$ cat config.mk
export PLATFORM = sky130hd
export DESIGN_NAME = dead_reckoning_pose_reporter
export DESIGN_NICKNAME = d
export VERILOG_FILES = /design/src/hdl/drpr_pkg.sv /design/src/hdl/dead_reckoning_pose_reporter.sv /design/src/hdl/drpr_front.sv /design/src/hdl/drpr_queue.sv /design/src/hdl/drpr_back.sv /design/src/hdl/drpr_report.sv
export SDC_FILE = /design/constraint.sdc
export NUM_CORES = 2
export LEC_CHECK = 0
export BUFFER_PORTS_ARGS = -buffer_cell sky130_fd_sc_hd__buf_2
export CAP_MARGIN = 20
export CORE_MARGIN = 1
export CORE_UTILIZATION = 50
export DETAILED_ROUTE_END_ITERATION = 12
export PLACE_DENSITY = 0.74
export SLEW_MARGIN = 25
export SYNTH_ARGS = -nofsm -noshare
export SYNTH_HDL_FRONTEND = slang
export SYNTH_SLANG_ARGS = --single-unit
$ cat constraint.sdc
create_clock -name i_clk -period 19.2 [get_ports i_clk]
set_clock_uncertainty 0.05 [all_clocks]
set_input_delay 5.76 -clock i_clk [delete_from_list [all_inputs] [get_ports i_clk]]
set_output_delay 5.76 -clock i_clk [all_outputs]
set_load 0.05 [all_outputs]
$ cat src/hdl/drpr_pkg.sv
// Shared types, constants and the arctangent helper function of the pose reporter.
`default_nettype none
package drpr_pkg;

    // report format
    localparam int DIGITS   = 4;
    localparam int NBYTES   = 2 * DIGITS + 2;
    localparam int SAT_MAX  = 10 ** DIGITS - 1;
    localparam int VW       = $clog2(SAT_MAX + 1);
    localparam int DCW      = (DIGITS > 1) ? $clog2(DIGITS) : 1;
    localparam int FCW      = $clog2(NBYTES + 1);

    // divide by ten through a reciprocal multiply
    localparam logic [31:0] DIV10_M  = 32'hCCCC_CCCD;
    localparam int          DIV10_SH = 35;

    // rotation unit
    localparam int CORDIC_STEPS = 14;
    localparam int CPC          = 3;
    localparam int ITW          = 5;
    localparam int XW           = 19;
    localparam logic signed [XW-1:0] CORDIC_X0 = 19'sd19898;

    // command codes, also the drive order on the result port
    localparam logic [2:0] CMD_FWD   = 3'd0;
    localparam logic [2:0] CMD_STOP  = 3'd1;
    localparam logic [2:0] CMD_BWD   = 3'd2;
    localparam logic [2:0] CMD_RIGHT = 3'd3;
    localparam logic [2:0] CMD_LEFT  = 3'd4;

    localparam logic [7:0] CH_F     = 8'h46;
    localparam logic [7:0] CH_S     = 8'h53;
    localparam logic [7:0] CH_B     = 8'h42;
    localparam logic [7:0] CH_R     = 8'h52;
    localparam logic [7:0] CH_L     = 8'h4C;
    localparam logic [7:0] CH_ZERO  = 8'h30;
    localparam logic [7:0] CH_COMMA = 8'h2C;
    localparam logic [7:0] CH_NUL   = 8'h00;

    // configuration
    localparam int CFG_IW = 8;
    localparam int CFG_DW = 16;
    localparam logic [CFG_IW-1:0] REG_STEP_DIST = 8'd0;
    localparam logic [CFG_IW-1:0] REG_TURN_STEP = 8'd1;
    localparam logic [15:0] STEP_DIST_RST = 16'd1638;
    localparam logic [14:0] TURN_STEP_RST = 15'd5664;

    // state reset values
    localparam logic [15:0] HEADING_RST = 16'd49152;
    localparam logic [31:0] POS_X_RST   = 32'd61440;
    localparam logic [31:0] POS_Y_RST   = 32'd76800;

    localparam int QDEPTH = 4;
    localparam int QAW    = $clog2(QDEPTH);
    localparam int QCW    = $clog2(QDEPTH + 1);

    typedef struct packed {
        logic [15:0] heading;
        logic [2:0]  cmd;
    } t_cmd_ent;

    typedef struct packed {
        logic [VW-1:0] vx;
        logic [VW-1:0] vy;
        logic [2:0]    drive;
    } t_rpt;

    function automatic logic signed [XW-1:0] atan_at(input logic [ITW-1:0] i);
        logic signed [XW-1:0] a;
        case (i)
            5'd0:    a = 19'sd8192;
            5'd1:    a = 19'sd4836;
            5'd2:    a = 19'sd2555;
            5'd3:    a = 19'sd1297;
            5'd4:    a = 19'sd651;
            5'd5:    a = 19'sd326;
            5'd6:    a = 19'sd163;
            5'd7:    a = 19'sd81;
            5'd8:    a = 19'sd41;
            5'd9:    a = 19'sd20;
            5'd10:   a = 19'sd10;
            5'd11:   a = 19'sd5;
            5'd12:   a = 19'sd3;
            5'd13:   a = 19'sd1;
            default: a = 19'sd0;
        endcase
        return a;
    endfunction

endpackage
`default_nettype wire

$ cat src/hdl/dead_reckoning_pose_reporter.sv
// Top level: dead-reckoning pose reporter, one ten-byte report per poll tick.
// The sustained tick rate is set by the ten result pops of each report.
// The front takes a tick per cycle, while the queue is not full, into a
// 4-entry queue; the motion unit steps IDLE, ROT (the 3-step/cycle CORDIC),
// MUL, ADD and SEND for a driving tick, and IDLE and SEND otherwise.
// Reset (synchronous, active low) restores pose, command and registers.
`default_nettype none
module dead_reckoning_pose_reporter (
    input  wire logic                          i_clk,
    input  wire logic                          i_rst_n,
    input  wire logic                          i_push,
    output      logic                          o_full,
    input  wire logic                          i_rx_valid,
    input  wire logic [7:0]                    i_rx_byte,
    output      logic                          o_empty,
    input  wire logic                          i_pop,
    output      logic [7:0]                    o_out_byte,
    output      logic                          o_last_byte,
    output      logic [2:0]                    o_drive,
    input  wire logic                          i_cfg_valid,
    output      logic                          o_cfg_ready,
    input  wire logic [drpr_pkg::CFG_IW-1:0]   i_cfg_index,
    input  wire logic [drpr_pkg::CFG_DW-1:0]   i_cfg_data
);

    logic [15:0]          r_step_dist;
    logic [14:0]          r_turn_step;

    logic                 q_push, q_pop, q_valid;
    drpr_pkg::t_cmd_ent   q_in, q_out;
    logic                 rpt_valid, rpt_ready;
    drpr_pkg::t_rpt       rpt;

    assign o_cfg_ready = 1'b1;

    always_ff @(posedge i_clk) begin
        if (!i_rst_n) begin
            r_step_dist <= drpr_pkg::STEP_DIST_RST;
            r_turn_step <= drpr_pkg::TURN_STEP_RST;
        end else if (i_cfg_valid) begin
            case (i_cfg_index)
                drpr_pkg::REG_STEP_DIST: r_step_dist <= i_cfg_data;
                drpr_pkg::REG_TURN_STEP: r_turn_step <= i_cfg_data[14:0];
                default: begin
                end
            endcase
        end
    end

    drpr_front u_front (
        .i_clk       (i_clk),
        .i_rst_n     (i_rst_n),
        .i_push      (i_push),
        .i_rx_valid  (i_rx_valid),
        .i_rx_byte   (i_rx_byte),
        .i_turn_step (r_turn_step),
        .i_q_full    (o_full),
        .o_q_push    (q_push),
        .o_q_data    (q_in)
    );

    drpr_queue u_queue (
        .i_clk   (i_clk),
        .i_rst_n (i_rst_n),
        .i_push  (q_push),
        .i_data  (q_in),
        .o_full  (o_full),
        .i_pop   (q_pop),
        .o_valid (q_valid),
        .o_data  (q_out)
    );

    drpr_back u_back (
        .i_clk       (i_clk),
        .i_rst_n     (i_rst_n),
        .i_step_dist (r_step_dist),
        .i_q_valid   (q_valid),
        .i_q_data    (q_out),
        .o_q_pop     (q_pop),
        .o_rpt_valid (rpt_valid),
        .i_rpt_ready (rpt_ready),
        .o_rpt       (rpt)
    );

    drpr_report u_report (
        .i_clk       (i_clk),
        .i_rst_n     (i_rst_n),
        .i_rpt_valid (rpt_valid),
        .o_rpt_ready (rpt_ready),
        .i_rpt       (rpt),
        .i_pop       (i_pop),
        .o_empty     (o_empty),
        .o_out_byte  (o_out_byte),
        .o_last_byte (o_last_byte),
        .o_drive     (o_drive)
    );

endmodule
`default_nettype wire

$ cat src/hdl/drpr_front.sv
// Front end: takes poll ticks, turns the heading and latches the command.
`default_nettype none
module drpr_front (
    input  wire logic                  i_clk,
    input  wire logic                  i_rst_n,
    input  wire logic                  i_push,
    input  wire logic                  i_rx_valid,
    input  wire logic [7:0]            i_rx_byte,
    input  wire logic [14:0]           i_turn_step,
    input  wire logic                  i_q_full,
    output      logic                  o_q_push,
    output      drpr_pkg::t_cmd_ent    o_q_data
);

    logic [15:0] r_heading, n_heading;
    logic [2:0]  r_cmd, n_cmd;
    logic        accept;

    assign accept = i_push && !i_q_full;

    always_comb begin
        n_heading = r_heading;
        if (r_cmd == drpr_pkg::CMD_RIGHT) begin
            n_heading = r_heading + {1'b0, i_turn_step};
        end else if (r_cmd == drpr_pkg::CMD_LEFT) begin
            n_heading = r_heading - {1'b0, i_turn_step};
        end
        n_cmd = r_cmd;
        if (i_rx_valid) begin
            case (i_rx_byte)
                drpr_pkg::CH_F: n_cmd = drpr_pkg::CMD_FWD;
                drpr_pkg::CH_S: n_cmd = drpr_pkg::CMD_STOP;
                drpr_pkg::CH_B: n_cmd = drpr_pkg::CMD_BWD;
                drpr_pkg::CH_R: n_cmd = drpr_pkg::CMD_RIGHT;
                drpr_pkg::CH_L: n_cmd = drpr_pkg::CMD_LEFT;
                default:        n_cmd = r_cmd;
            endcase
        end
    end

    always_ff @(posedge i_clk) begin
        if (!i_rst_n) begin
            r_heading <= drpr_pkg::HEADING_RST;
            r_cmd     <= drpr_pkg::CMD_STOP;
        end else if (accept) begin
            r_heading <= n_heading;
            r_cmd     <= n_cmd;
        end
    end

    assign o_q_push         = accept;
    assign o_q_data.heading = n_heading;
    assign o_q_data.cmd     = n_cmd;

endmodule
`default_nettype wire

$ cat src/hdl/drpr_queue.sv
// Short command queue between the front end and the motion unit.
`default_nettype none
module drpr_queue (
    input  wire logic               i_clk,
    input  wire logic               i_rst_n,
    input  wire logic               i_push,
    input  wire drpr_pkg::t_cmd_ent i_data,
    output      logic               o_full,
    input  wire logic               i_pop,
    output      logic               o_valid,
    output      drpr_pkg::t_cmd_ent o_data
);

    drpr_pkg::t_cmd_ent              r_mem [drpr_pkg::QDEPTH];
    logic [drpr_pkg::QAW-1:0]        r_wp, r_rp;
    logic [drpr_pkg::QCW-1:0]        r_cnt;
    logic                            do_push, do_pop;

    assign o_full  = (r_cnt == drpr_pkg::QCW'(drpr_pkg::QDEPTH));
    assign o_valid = (r_cnt != '0);
    assign o_data  = r_mem[r_rp];
    assign do_push = i_push && !o_full;
    assign do_pop  = i_pop && o_valid;

    always_ff @(posedge i_clk) begin
        if (!i_rst_n) begin
            r_wp  <= '0;
            r_rp  <= '0;
            r_cnt <= '0;
        end else begin
            if (do_push) begin
                r_wp <= r_wp + 1'b1;
            end
            if (do_pop) begin
                r_rp <= r_rp + 1'b1;
            end
            if (do_push && !do_pop) begin
                r_cnt <= r_cnt + 1'b1;
            end else if (!do_push && do_pop) begin
                r_cnt <= r_cnt - 1'b1;
            end
        end
    end

    always_ff @(posedge i_clk) begin
        if (do_push) begin
            r_mem[r_wp] <= i_data;
        end
    end

endmodule
`default_nettype wire

$ cat src/hdl/drpr_back.sv
// Motion unit: sin/cos by iterative CORDIC, position update, range clamp.
`default_nettype none
module drpr_back (
    input  wire logic               i_clk,
    input  wire logic               i_rst_n,
    input  wire logic [15:0]        i_step_dist,
    input  wire logic               i_q_valid,
    input  wire drpr_pkg::t_cmd_ent i_q_data,
    output      logic               o_q_pop,
    output      logic               o_rpt_valid,
    input  wire logic               i_rpt_ready,
    output      drpr_pkg::t_rpt     o_rpt
);

    localparam logic [2:0] ST_IDLE = 3'd0;
    localparam logic [2:0] ST_ROT  = 3'd1;
    localparam logic [2:0] ST_MUL  = 3'd2;
    localparam logic [2:0] ST_ADD  = 3'd3;
    localparam logic [2:0] ST_SEND = 3'd4;
    localparam int XW = drpr_pkg::XW;

    logic [2:0]                 r_state;
    logic [drpr_pkg::ITW-1:0]   r_it;
    logic signed [XW-1:0]       r_x, r_y, r_z;
    logic                       r_neg;
    logic [2:0]                 r_drive;
    logic signed [32:0]         r_px, r_py;
    logic [31:0]                r_pos_x, r_pos_y;

    logic signed [XW-1:0]       cx [drpr_pkg::CPC+1];
    logic signed [XW-1:0]       cy [drpr_pkg::CPC+1];
    logic signed [XW-1:0]       cz [drpr_pkg::CPC+1];
    logic [drpr_pkg::ITW-1:0]   idx [drpr_pkg::CPC];
    logic [drpr_pkg::ITW-1:0]   it_next;

    logic [15:0]                h_dir, h_red;
    logic                       red_neg, moving;
    logic signed [XW-1:0]       xf, yf;
    logic signed [15:0]         cval, sval;
    logic signed [33:0]         sum_x, sum_y;

    // angle reduction: fold the left half plane onto the right one
    always_comb begin
        h_dir   = (i_q_data.cmd == drpr_pkg::CMD_BWD) ? (i_q_data.heading ^ 16'h8000)
                                                      : i_q_data.heading;
        red_neg = h_dir[15] ^ h_dir[14];
        h_red   = red_neg ? (h_dir ^ 16'h8000) : h_dir;
        moving  = (i_q_data.cmd == drpr_pkg::CMD_FWD) || (i_q_data.cmd == drpr_pkg::CMD_BWD);
    end

    // CPC micro-rotations per cycle
    always_comb begin
        cx[0] = r_x;
        cy[0] = r_y;
        cz[0] = r_z;
        for (int j = 0; j < drpr_pkg::CPC; j++) begin
            idx[j] = r_it + drpr_pkg::ITW'(j);
            if (idx[j] < drpr_pkg::ITW'(drpr_pkg::CORDIC_STEPS)) begin
                if (!cz[j][XW-1]) begin
                    cx[j+1] = cx[j] - (cy[j] >>> idx[j]);
                    cy[j+1] = cy[j] + (cx[j] >>> idx[j]);
                    cz[j+1] = cz[j] - drpr_pkg::atan_at(idx[j]);
                end else begin
                    cx[j+1] = cx[j] + (cy[j] >>> idx[j]);
                    cy[j+1] = cy[j] - (cx[j] >>> idx[j]);
                    cz[j+1] = cz[j] + drpr_pkg::atan_at(idx[j]);
                end
            end else begin
                cx[j+1] = cx[j];
                cy[j+1] = cy[j];
                cz[j+1] = cz[j];
            end
        end
        it_next = r_it + drpr_pkg::ITW'(drpr_pkg::CPC);
    end

    // sign fix and Q1.15 clamp
    always_comb begin
        xf = r_neg ? -r_x : r_x;
        yf = r_neg ? -r_y : r_y;
        if (xf > 19'sd32767) begin
            cval = 16'sd32767;
        end else if (xf < -19'sd32767) begin
            cval = -16'sd32767;
        end else begin
            cval = xf[15:0];
        end
        if (yf > 19'sd32767) begin
            sval = 16'sd32767;
        end else if (yf < -19'sd32767) begin
            sval = -16'sd32767;
        end else begin
            sval = yf[15:0];
        end
        sum_x = 34'(r_px) + 34'sd16384;
        sum_y = 34'(r_py) + 34'sd16384;
    end

    always_ff @(posedge i_clk) begin
        if (!i_rst_n) begin
            r_state <= ST_IDLE;
            r_pos_x <= drpr_pkg::POS_X_RST;
            r_pos_y <= drpr_pkg::POS_Y_RST;
        end else begin
            case (r_state)
                ST_IDLE: begin
                    if (i_q_valid) begin
                        r_state <= moving ? ST_ROT : ST_SEND;
                    end
                end
                ST_ROT: begin
                    if (it_next >= drpr_pkg::ITW'(drpr_pkg::CORDIC_STEPS)) begin
                        r_state <= ST_MUL;
                    end
                end
                ST_MUL: begin
                    r_state <= ST_ADD;
                end
                ST_ADD: begin
                    r_pos_x <= r_pos_x + 32'(sum_x >>> 15);
                    r_pos_y <= r_pos_y + 32'(sum_y >>> 15);
                    r_state <= ST_SEND;
                end
                ST_SEND: begin
                    if (i_rpt_ready) begin
                        r_state <= ST_IDLE;
                    end
                end
                default: r_state <= ST_IDLE;
            endcase
        end
    end

    always_ff @(posedge i_clk) begin
        case (r_state)
            ST_IDLE: begin
                r_x     <= drpr_pkg::CORDIC_X0;
                r_y     <= '0;
                r_z     <= XW'($signed(h_red));
                r_neg   <= red_neg;
                r_it    <= '0;
                r_drive <= i_q_data.cmd;
            end
            ST_ROT: begin
                r_x  <= cx[drpr_pkg::CPC];
                r_y  <= cy[drpr_pkg::CPC];
                r_z  <= cz[drpr_pkg::CPC];
                r_it <= it_next;
            end
            ST_MUL: begin
                r_px <= 33'($signed({1'b0, i_step_dist})) * 33'(cval);
                r_py <= 33'($signed({1'b0, i_step_dist})) * 33'(sval);
            end
            default: begin
            end
        endcase
    end

    // ceil(pos/256), clamped to the printable range
    function automatic logic [drpr_pkg::VW-1:0] sat_mm(input logic [31:0] pos);
        logic signed [32:0] t;
        logic signed [32:0] v;
        t = $signed({pos[31], pos}) + 33'sd255;
        v = t >>> 8;
        if (v < 33'sd0) begin
            return '0;
        end else if (v > 33'(drpr_pkg::SAT_MAX)) begin
            return drpr_pkg::VW'(drpr_pkg::SAT_MAX);
        end
        return v[drpr_pkg::VW-1:0];
    endfunction

    assign o_q_pop      = (r_state == ST_IDLE) && i_q_valid;
    assign o_rpt_valid  = (r_state == ST_SEND);
    assign o_rpt.vx     = sat_mm(r_pos_x);
    assign o_rpt.vy     = sat_mm(r_pos_y);
    assign o_rpt.drive  = r_drive;

endmodule
`default_nettype wire

$ cat src/hdl/drpr_report.sv
// Report builder: decimal conversion and the outgoing byte frame.
`default_nettype none
module drpr_report (
    input  wire logic           i_clk,
    input  wire logic           i_rst_n,
    input  wire logic           i_rpt_valid,
    output      logic           o_rpt_ready,
    input  wire drpr_pkg::t_rpt i_rpt,
    input  wire logic           i_pop,
    output      logic           o_empty,
    output      logic [7:0]     o_out_byte,
    output      logic           o_last_byte,
    output      logic [2:0]     o_drive
);

    localparam int VW = drpr_pkg::VW;
    localparam int NB = drpr_pkg::NBYTES;
    localparam int DG = drpr_pkg::DIGITS;

    logic                       r_busy, r_done;
    logic [drpr_pkg::DCW-1:0]   r_dcnt;
    logic [VW-1:0]              r_vx, r_vy;
    logic [2:0]                 r_drive;
    logic [3:0]                 r_digx [DG];
    logic [3:0]                 r_digy [DG];

    logic [7:0]                 r_frame [NB];
    logic [drpr_pkg::FCW-1:0]   r_fcnt;
    logic [2:0]                 r_fdrive;

    logic [VW+31:0]             mx, my;
    logic [VW-1:0]              qx, qy, remx, remy;
    logic [drpr_pkg::DCW-1:0]   dpos;
    logic                       take, pop_ok, load;

    // one digit per cycle: q = v/10 by reciprocal, digit = v - 10q
    always_comb begin
        mx   = (VW+32)'(r_vx) * (VW+32)'(drpr_pkg::DIV10_M);
        my   = (VW+32)'(r_vy) * (VW+32)'(drpr_pkg::DIV10_M);
        qx   = VW'(mx >> drpr_pkg::DIV10_SH);
        qy   = VW'(my >> drpr_pkg::DIV10_SH);
        remx = r_vx - VW'({qx, 3'b000}) - VW'({qx, 1'b0});
        remy = r_vy - VW'({qy, 3'b000}) - VW'({qy, 1'b0});
        dpos = drpr_pkg::DCW'(DG - 1) - r_dcnt;
    end

    // the next report may start as soon as the finished digits move to the frame
    assign o_rpt_ready = !r_busy && (!r_done || load);
    assign take        = i_rpt_valid && o_rpt_ready;
    assign pop_ok      = i_pop && (r_fcnt != '0);
    assign load        = r_done && ((r_fcnt == '0) ||
                                    ((r_fcnt == drpr_pkg::FCW'(1)) && i_pop));

    always_ff @(posedge i_clk) begin
        if (!i_rst_n) begin
            r_busy <= 1'b0;
            r_done <= 1'b0;
            r_dcnt <= '0;
            r_fcnt <= '0;
        end else begin
            if (take) begin
                r_busy <= 1'b1;
                r_dcnt <= '0;
            end else if (r_busy) begin
                if (r_dcnt == drpr_pkg::DCW'(DG - 1)) begin
                    r_busy <= 1'b0;
                    r_done <= 1'b1;
                end else begin
                    r_dcnt <= r_dcnt + 1'b1;
                end
            end
            if (load) begin
                r_done <= 1'b0;
                r_fcnt <= drpr_pkg::FCW'(NB);
            end else if (pop_ok) begin
                r_fcnt <= r_fcnt - 1'b1;
            end
        end
    end

    always_ff @(posedge i_clk) begin
        if (take) begin
            r_vx    <= i_rpt.vx;
            r_vy    <= i_rpt.vy;
            r_drive <= i_rpt.drive;
        end else if (r_busy) begin
            r_vx         <= qx;
            r_vy         <= qy;
            r_digx[dpos] <= remx[3:0];
            r_digy[dpos] <= remy[3:0];
        end
        if (load) begin
            for (int i = 0; i < DG; i++) begin
                r_frame[i]        <= drpr_pkg::CH_ZERO + {4'b0000, r_digx[i]};
                r_frame[DG+1+i]   <= drpr_pkg::CH_ZERO + {4'b0000, r_digy[i]};
            end
            r_frame[DG]   <= drpr_pkg::CH_COMMA;
            r_frame[NB-1] <= drpr_pkg::CH_NUL;
            r_fdrive      <= r_drive;
        end else if (pop_ok) begin
            for (int i = 0; i < NB - 1; i++) begin
                r_frame[i] <= r_frame[i+1];
            end
        end
    end

    assign o_empty     = (r_fcnt == '0);
    assign o_out_byte  = r_frame[0];
    assign o_last_byte = (r_fcnt == drpr_pkg::FCW'(1));
    assign o_drive     = r_fdrive;

endmodule
`default_nettype wire

==> impl_results.md <==
- Status: finished, final reports clean
- Syn Inst Count: 7,808
- Initial antenna violation count: 3
- Part of the cycle the worst path needs: 0.8829
- Clk buf depth: 3
- Worst-skew pair later-pin latency: 670 ps
- Setup_tns: 0 ps
- Area leader, netlist: fa_1
- FF-to-FF End: u_back.r_x[18]$_SDFFCE_PN0N_
- Drt first pass iters: 6
- FF+latch count, synth: 444
- F_max: 0.05899 GHz
- Routability cong.: 1.013
- Hold Crit Start: u_back.r_drive[0]$_DFFE_PP_
- Sequential area share after synthesis: 0.1773
- Top cells by count, synth: 895 x nand2_1, 891 x inv_1, 764 x ha_1
- Avg Cell Area, Syn: 8.563 um2
- Max incr delay on CP: 960 ps
- Vias per cell: 6.077
- Die Ht: 367.7 um
- Setup Fix Bufs, Post-CTS: 0
- Ys async rst share: 0
- 1st-iter DRT viols: 5,259
- Final wirelength: 205,400 um
- Fraction of layout cells with a size suffix above 1: 0.06689
- DR WL/cell: 21.73 um
- Clock sink count: 444
- Critical path launch point type: flop
- Worst-Margin Slew: 1186 ps
- Ant. Diodes: 0
- Die W: 367.7 um
- Area growth syn-to-layout: 5.726%
- Largest net degree at the start of global routing: 107
- Hold Path Class: reg2reg
- Flop2flop setup slack: 2250 ps
- Slew Limit Fails: 0
- Worst Path Arrival: 17,280 ps
- Core Region: 132,100 um2
- GRT Total Usage: 0.3017
- H-tree level count: 2
- # IOs: 53
- Fin nets: 8,983
- Slew headroom: 0.2025
- Most used cell, CP: o21ai_0
- Post_cts resized: 0
- Synthesis Warnings: 0
- Critical register-to-register path startpoint: u_back.r_it[1]$_DFFE_PN_
- Fin. Hold Viols: 0
- First-pass GRT wire length: 321,800 um
- Synth Flop Type: edfxtp_1
- Max Cap Viol: 0
- Count leader, synth: nand2_1
- # DRC: 0
- Post-CTS Hold Fix Bufs: 0
- Hold Path End: u_report.r_drive[0]$_DFFE_PP_
- Remaining Overflow, GRT: 0
- FP Rows: 133
- # setup viols final: 0
- Library cells used by synthesis: 113
- Hpwl dp: 158,700 um
- Sum of buffers and inverters on the critical path: 7
- Tmin final: 16,950 ps
- Port bufs: 49
- Reg clk slew, reported paths: 70 ps
- Unrepaired setup endpoints after global routing: no
- Root Buffer: clkbuf_16
- Via count: 57,450
- Crit path max-delay cell type: edfxtp_1
- Synth Cell Area: 66,860 um2
- CP Max Fanout: 23
- Ranking of synthesized cells by area: fa_1 16%, ha_1 14%, edfxtp_1 13%, nand2_1 5.0%, inv_1 5.0%
- Cell area after layout: 70,690 um2
- Die footprint: 135,200 um2
- WP data required: 19,530 ps
- Number of CTS-inserted buffers: 51
- Initial Utilization: 0.5060
- Number of global-route vias before repair: 57,350
- Top-area cell type share of the netlist area: 0.1569
- Reg2reg path depth: 76
- Worst Hold Depth: 0
- Endpoint class of the critical path: flop
- Post-synth EDFFs: 296
- Routed Antenna Nets: 0
- TritonCTS clock tree: yes
- Setup CP Type: reg2reg
- Crit path max-delay family: compound AO/OA/AOI/OAI gates
- DP Area: 68,890 um2
[per-stage QoR]
| stage | util | std cells | hold slack (ps) | setup slack (ps) |
|---|---|---|---|---|
| 6_report | 0.5350 | 9454 | 352.1 | 2248 |
| 5_1_grt | 0.5350 | 9454 | 365.0 | 785.8 |
| 4_1_cts | 0.5349 | 9454 | 346.7 | 2586 |
| 3_5_place_dp | 0.5214 | 9359 | 357.9 | 2680 |
| 3_3_place_gp | 0.5214 | 9359 | 363.4 | 2841 |
| 2_1_floorplan | - | 7809 | 350.3 | 2969 |
[cell type report]
class | count | area (um2)
Clock buffer | 58 | 1303
Sequential cell | 444 | 11850
Timing Repair Buffer | 172 | 1171
Tap cell | 1755 | 2196
Clock inverter | 37 | 476.7
Fill cell | 12070 | 61440
Multi-Input combinational cell | 6089 | 50310
Inverter | 899 | 3376
[cells in the final DEF, fill, tap and decap left out, drive strengths merged, types with 30 or more instances in the layout]
cell,synthesis,final
clkbuf,305,58
nand2b,97,97
xor2,183,183
o31ai,53,53
nand2,895,895
ha,764,764
edfxtp,296,296
dfxtp,148,148
and3,54,54
o211ai,60,60
and2,215,215
nor3b,30,30
o22ai,44,44
a211oi,56,56
nand4,30,30
fa,524,524
o21bai,79,79
nor2b,135,135
a21boi,45,45
nand3,130,130
mux4,89,89
or2,42,42
o21a,62,62
a31oi,48,48
mux2,60,60
nor2,551,551
buf,72,172
a21oi,430,430
xnor2,264,264
a21o,96,96
or3,72,72
nor3,128,128
mux2i,98,98
o21ai,369,369
inv,893,901
[cell families after synthesis]
logic type / synth area share
AO/OA/AOI/OAI: 0.1595
XOR/XNOR: 0.05878
AND/OR/NAND/NOR: 0.1762
other: 0.0001123
adder cells (fa/ha/maj): 0.3000
multiplexers: 0.05487
buffers and inverters: 0.07319
flip-flops: 0.1773
[worst max path at each step]
| stage | slack, ps | startpoint | cells after the start | endpoint |
|---|---|---|---|---|
| floorplan | 2970 | u_back.r_it[0]$_DFFE_PN_ | 85 | u_back.r_x[18]$_SDFFCE_PN0N_ |
| global placement | 2840 | u_back.r_it[1]$_DFFE_PN_ | 75 | u_back.r_x[18]$_SDFFCE_PN0N_ |
| detailed placement | 2680 | u_back.r_it[1]$_DFFE_PN_ | 77 | u_back.r_x[18]$_SDFFCE_PN0N_ |
| CTS | 2590 | u_back.r_it[1]$_DFFE_PN_ | 77 | u_back.r_x[18]$_SDFFCE_PN0N_ |
| global route | 790 | u_back.r_it[1]$_DFFE_PN_ | 77 | u_back.r_x[18]$_SDFFCE_PN0N_ |
| finish | 2250 | u_back.r_it[1]$_DFFE_PN_ | 76 | u_back.r_x[18]$_SDFFCE_PN0N_ |
[registers in the layout, summed over array words and instances, names as in the netlist, 4 cells and up, named ones only]
| register | flops |
|---|---|
| r_step_dist | 16 |
| r_turn_step | 15 |
| u_back.r_it | 5 |
| u_back.r_pos_x | 32 |
| u_back.r_pos_y | 32 |
| u_back.r_px | 19 |
| u_back.r_py | 19 |
| u_back.r_x | 19 |
| u_back.r_y | 19 |
| u_back.r_z | 19 |
| u_front.r_heading | 16 |
| u_queue.r_mem | 76 |
| u_report.r_digx | 16 |
| u_report.r_digy | 16 |
| u_report.r_fcnt | 4 |
| u_report.r_frame | 50 |
| u_report.r_vx | 14 |
| u_report.r_vy | 14 |
[layer usage]
| layer | track usage | share of wire | wire [um] | vias up |
|---|---|---|---|---|
| met1 | 0.4041 | 0.42 | 86290 | 27890 |
| met4 | 0.1188 | 0.042 | 8702 | 0 |
| met3 | 0.06269 | 0.095 | 19500 | 465 |
| li1 | - | - | - | 26540 |
| met5 | 0 | 0 | 0 | - |
| met2 | 0.4754 | 0.44 | 90950 | 2565 |
Power is left out: the tool's default activity adds up to more than one toggle a clock period on the data nets, which glitch-free logic cannot reach.
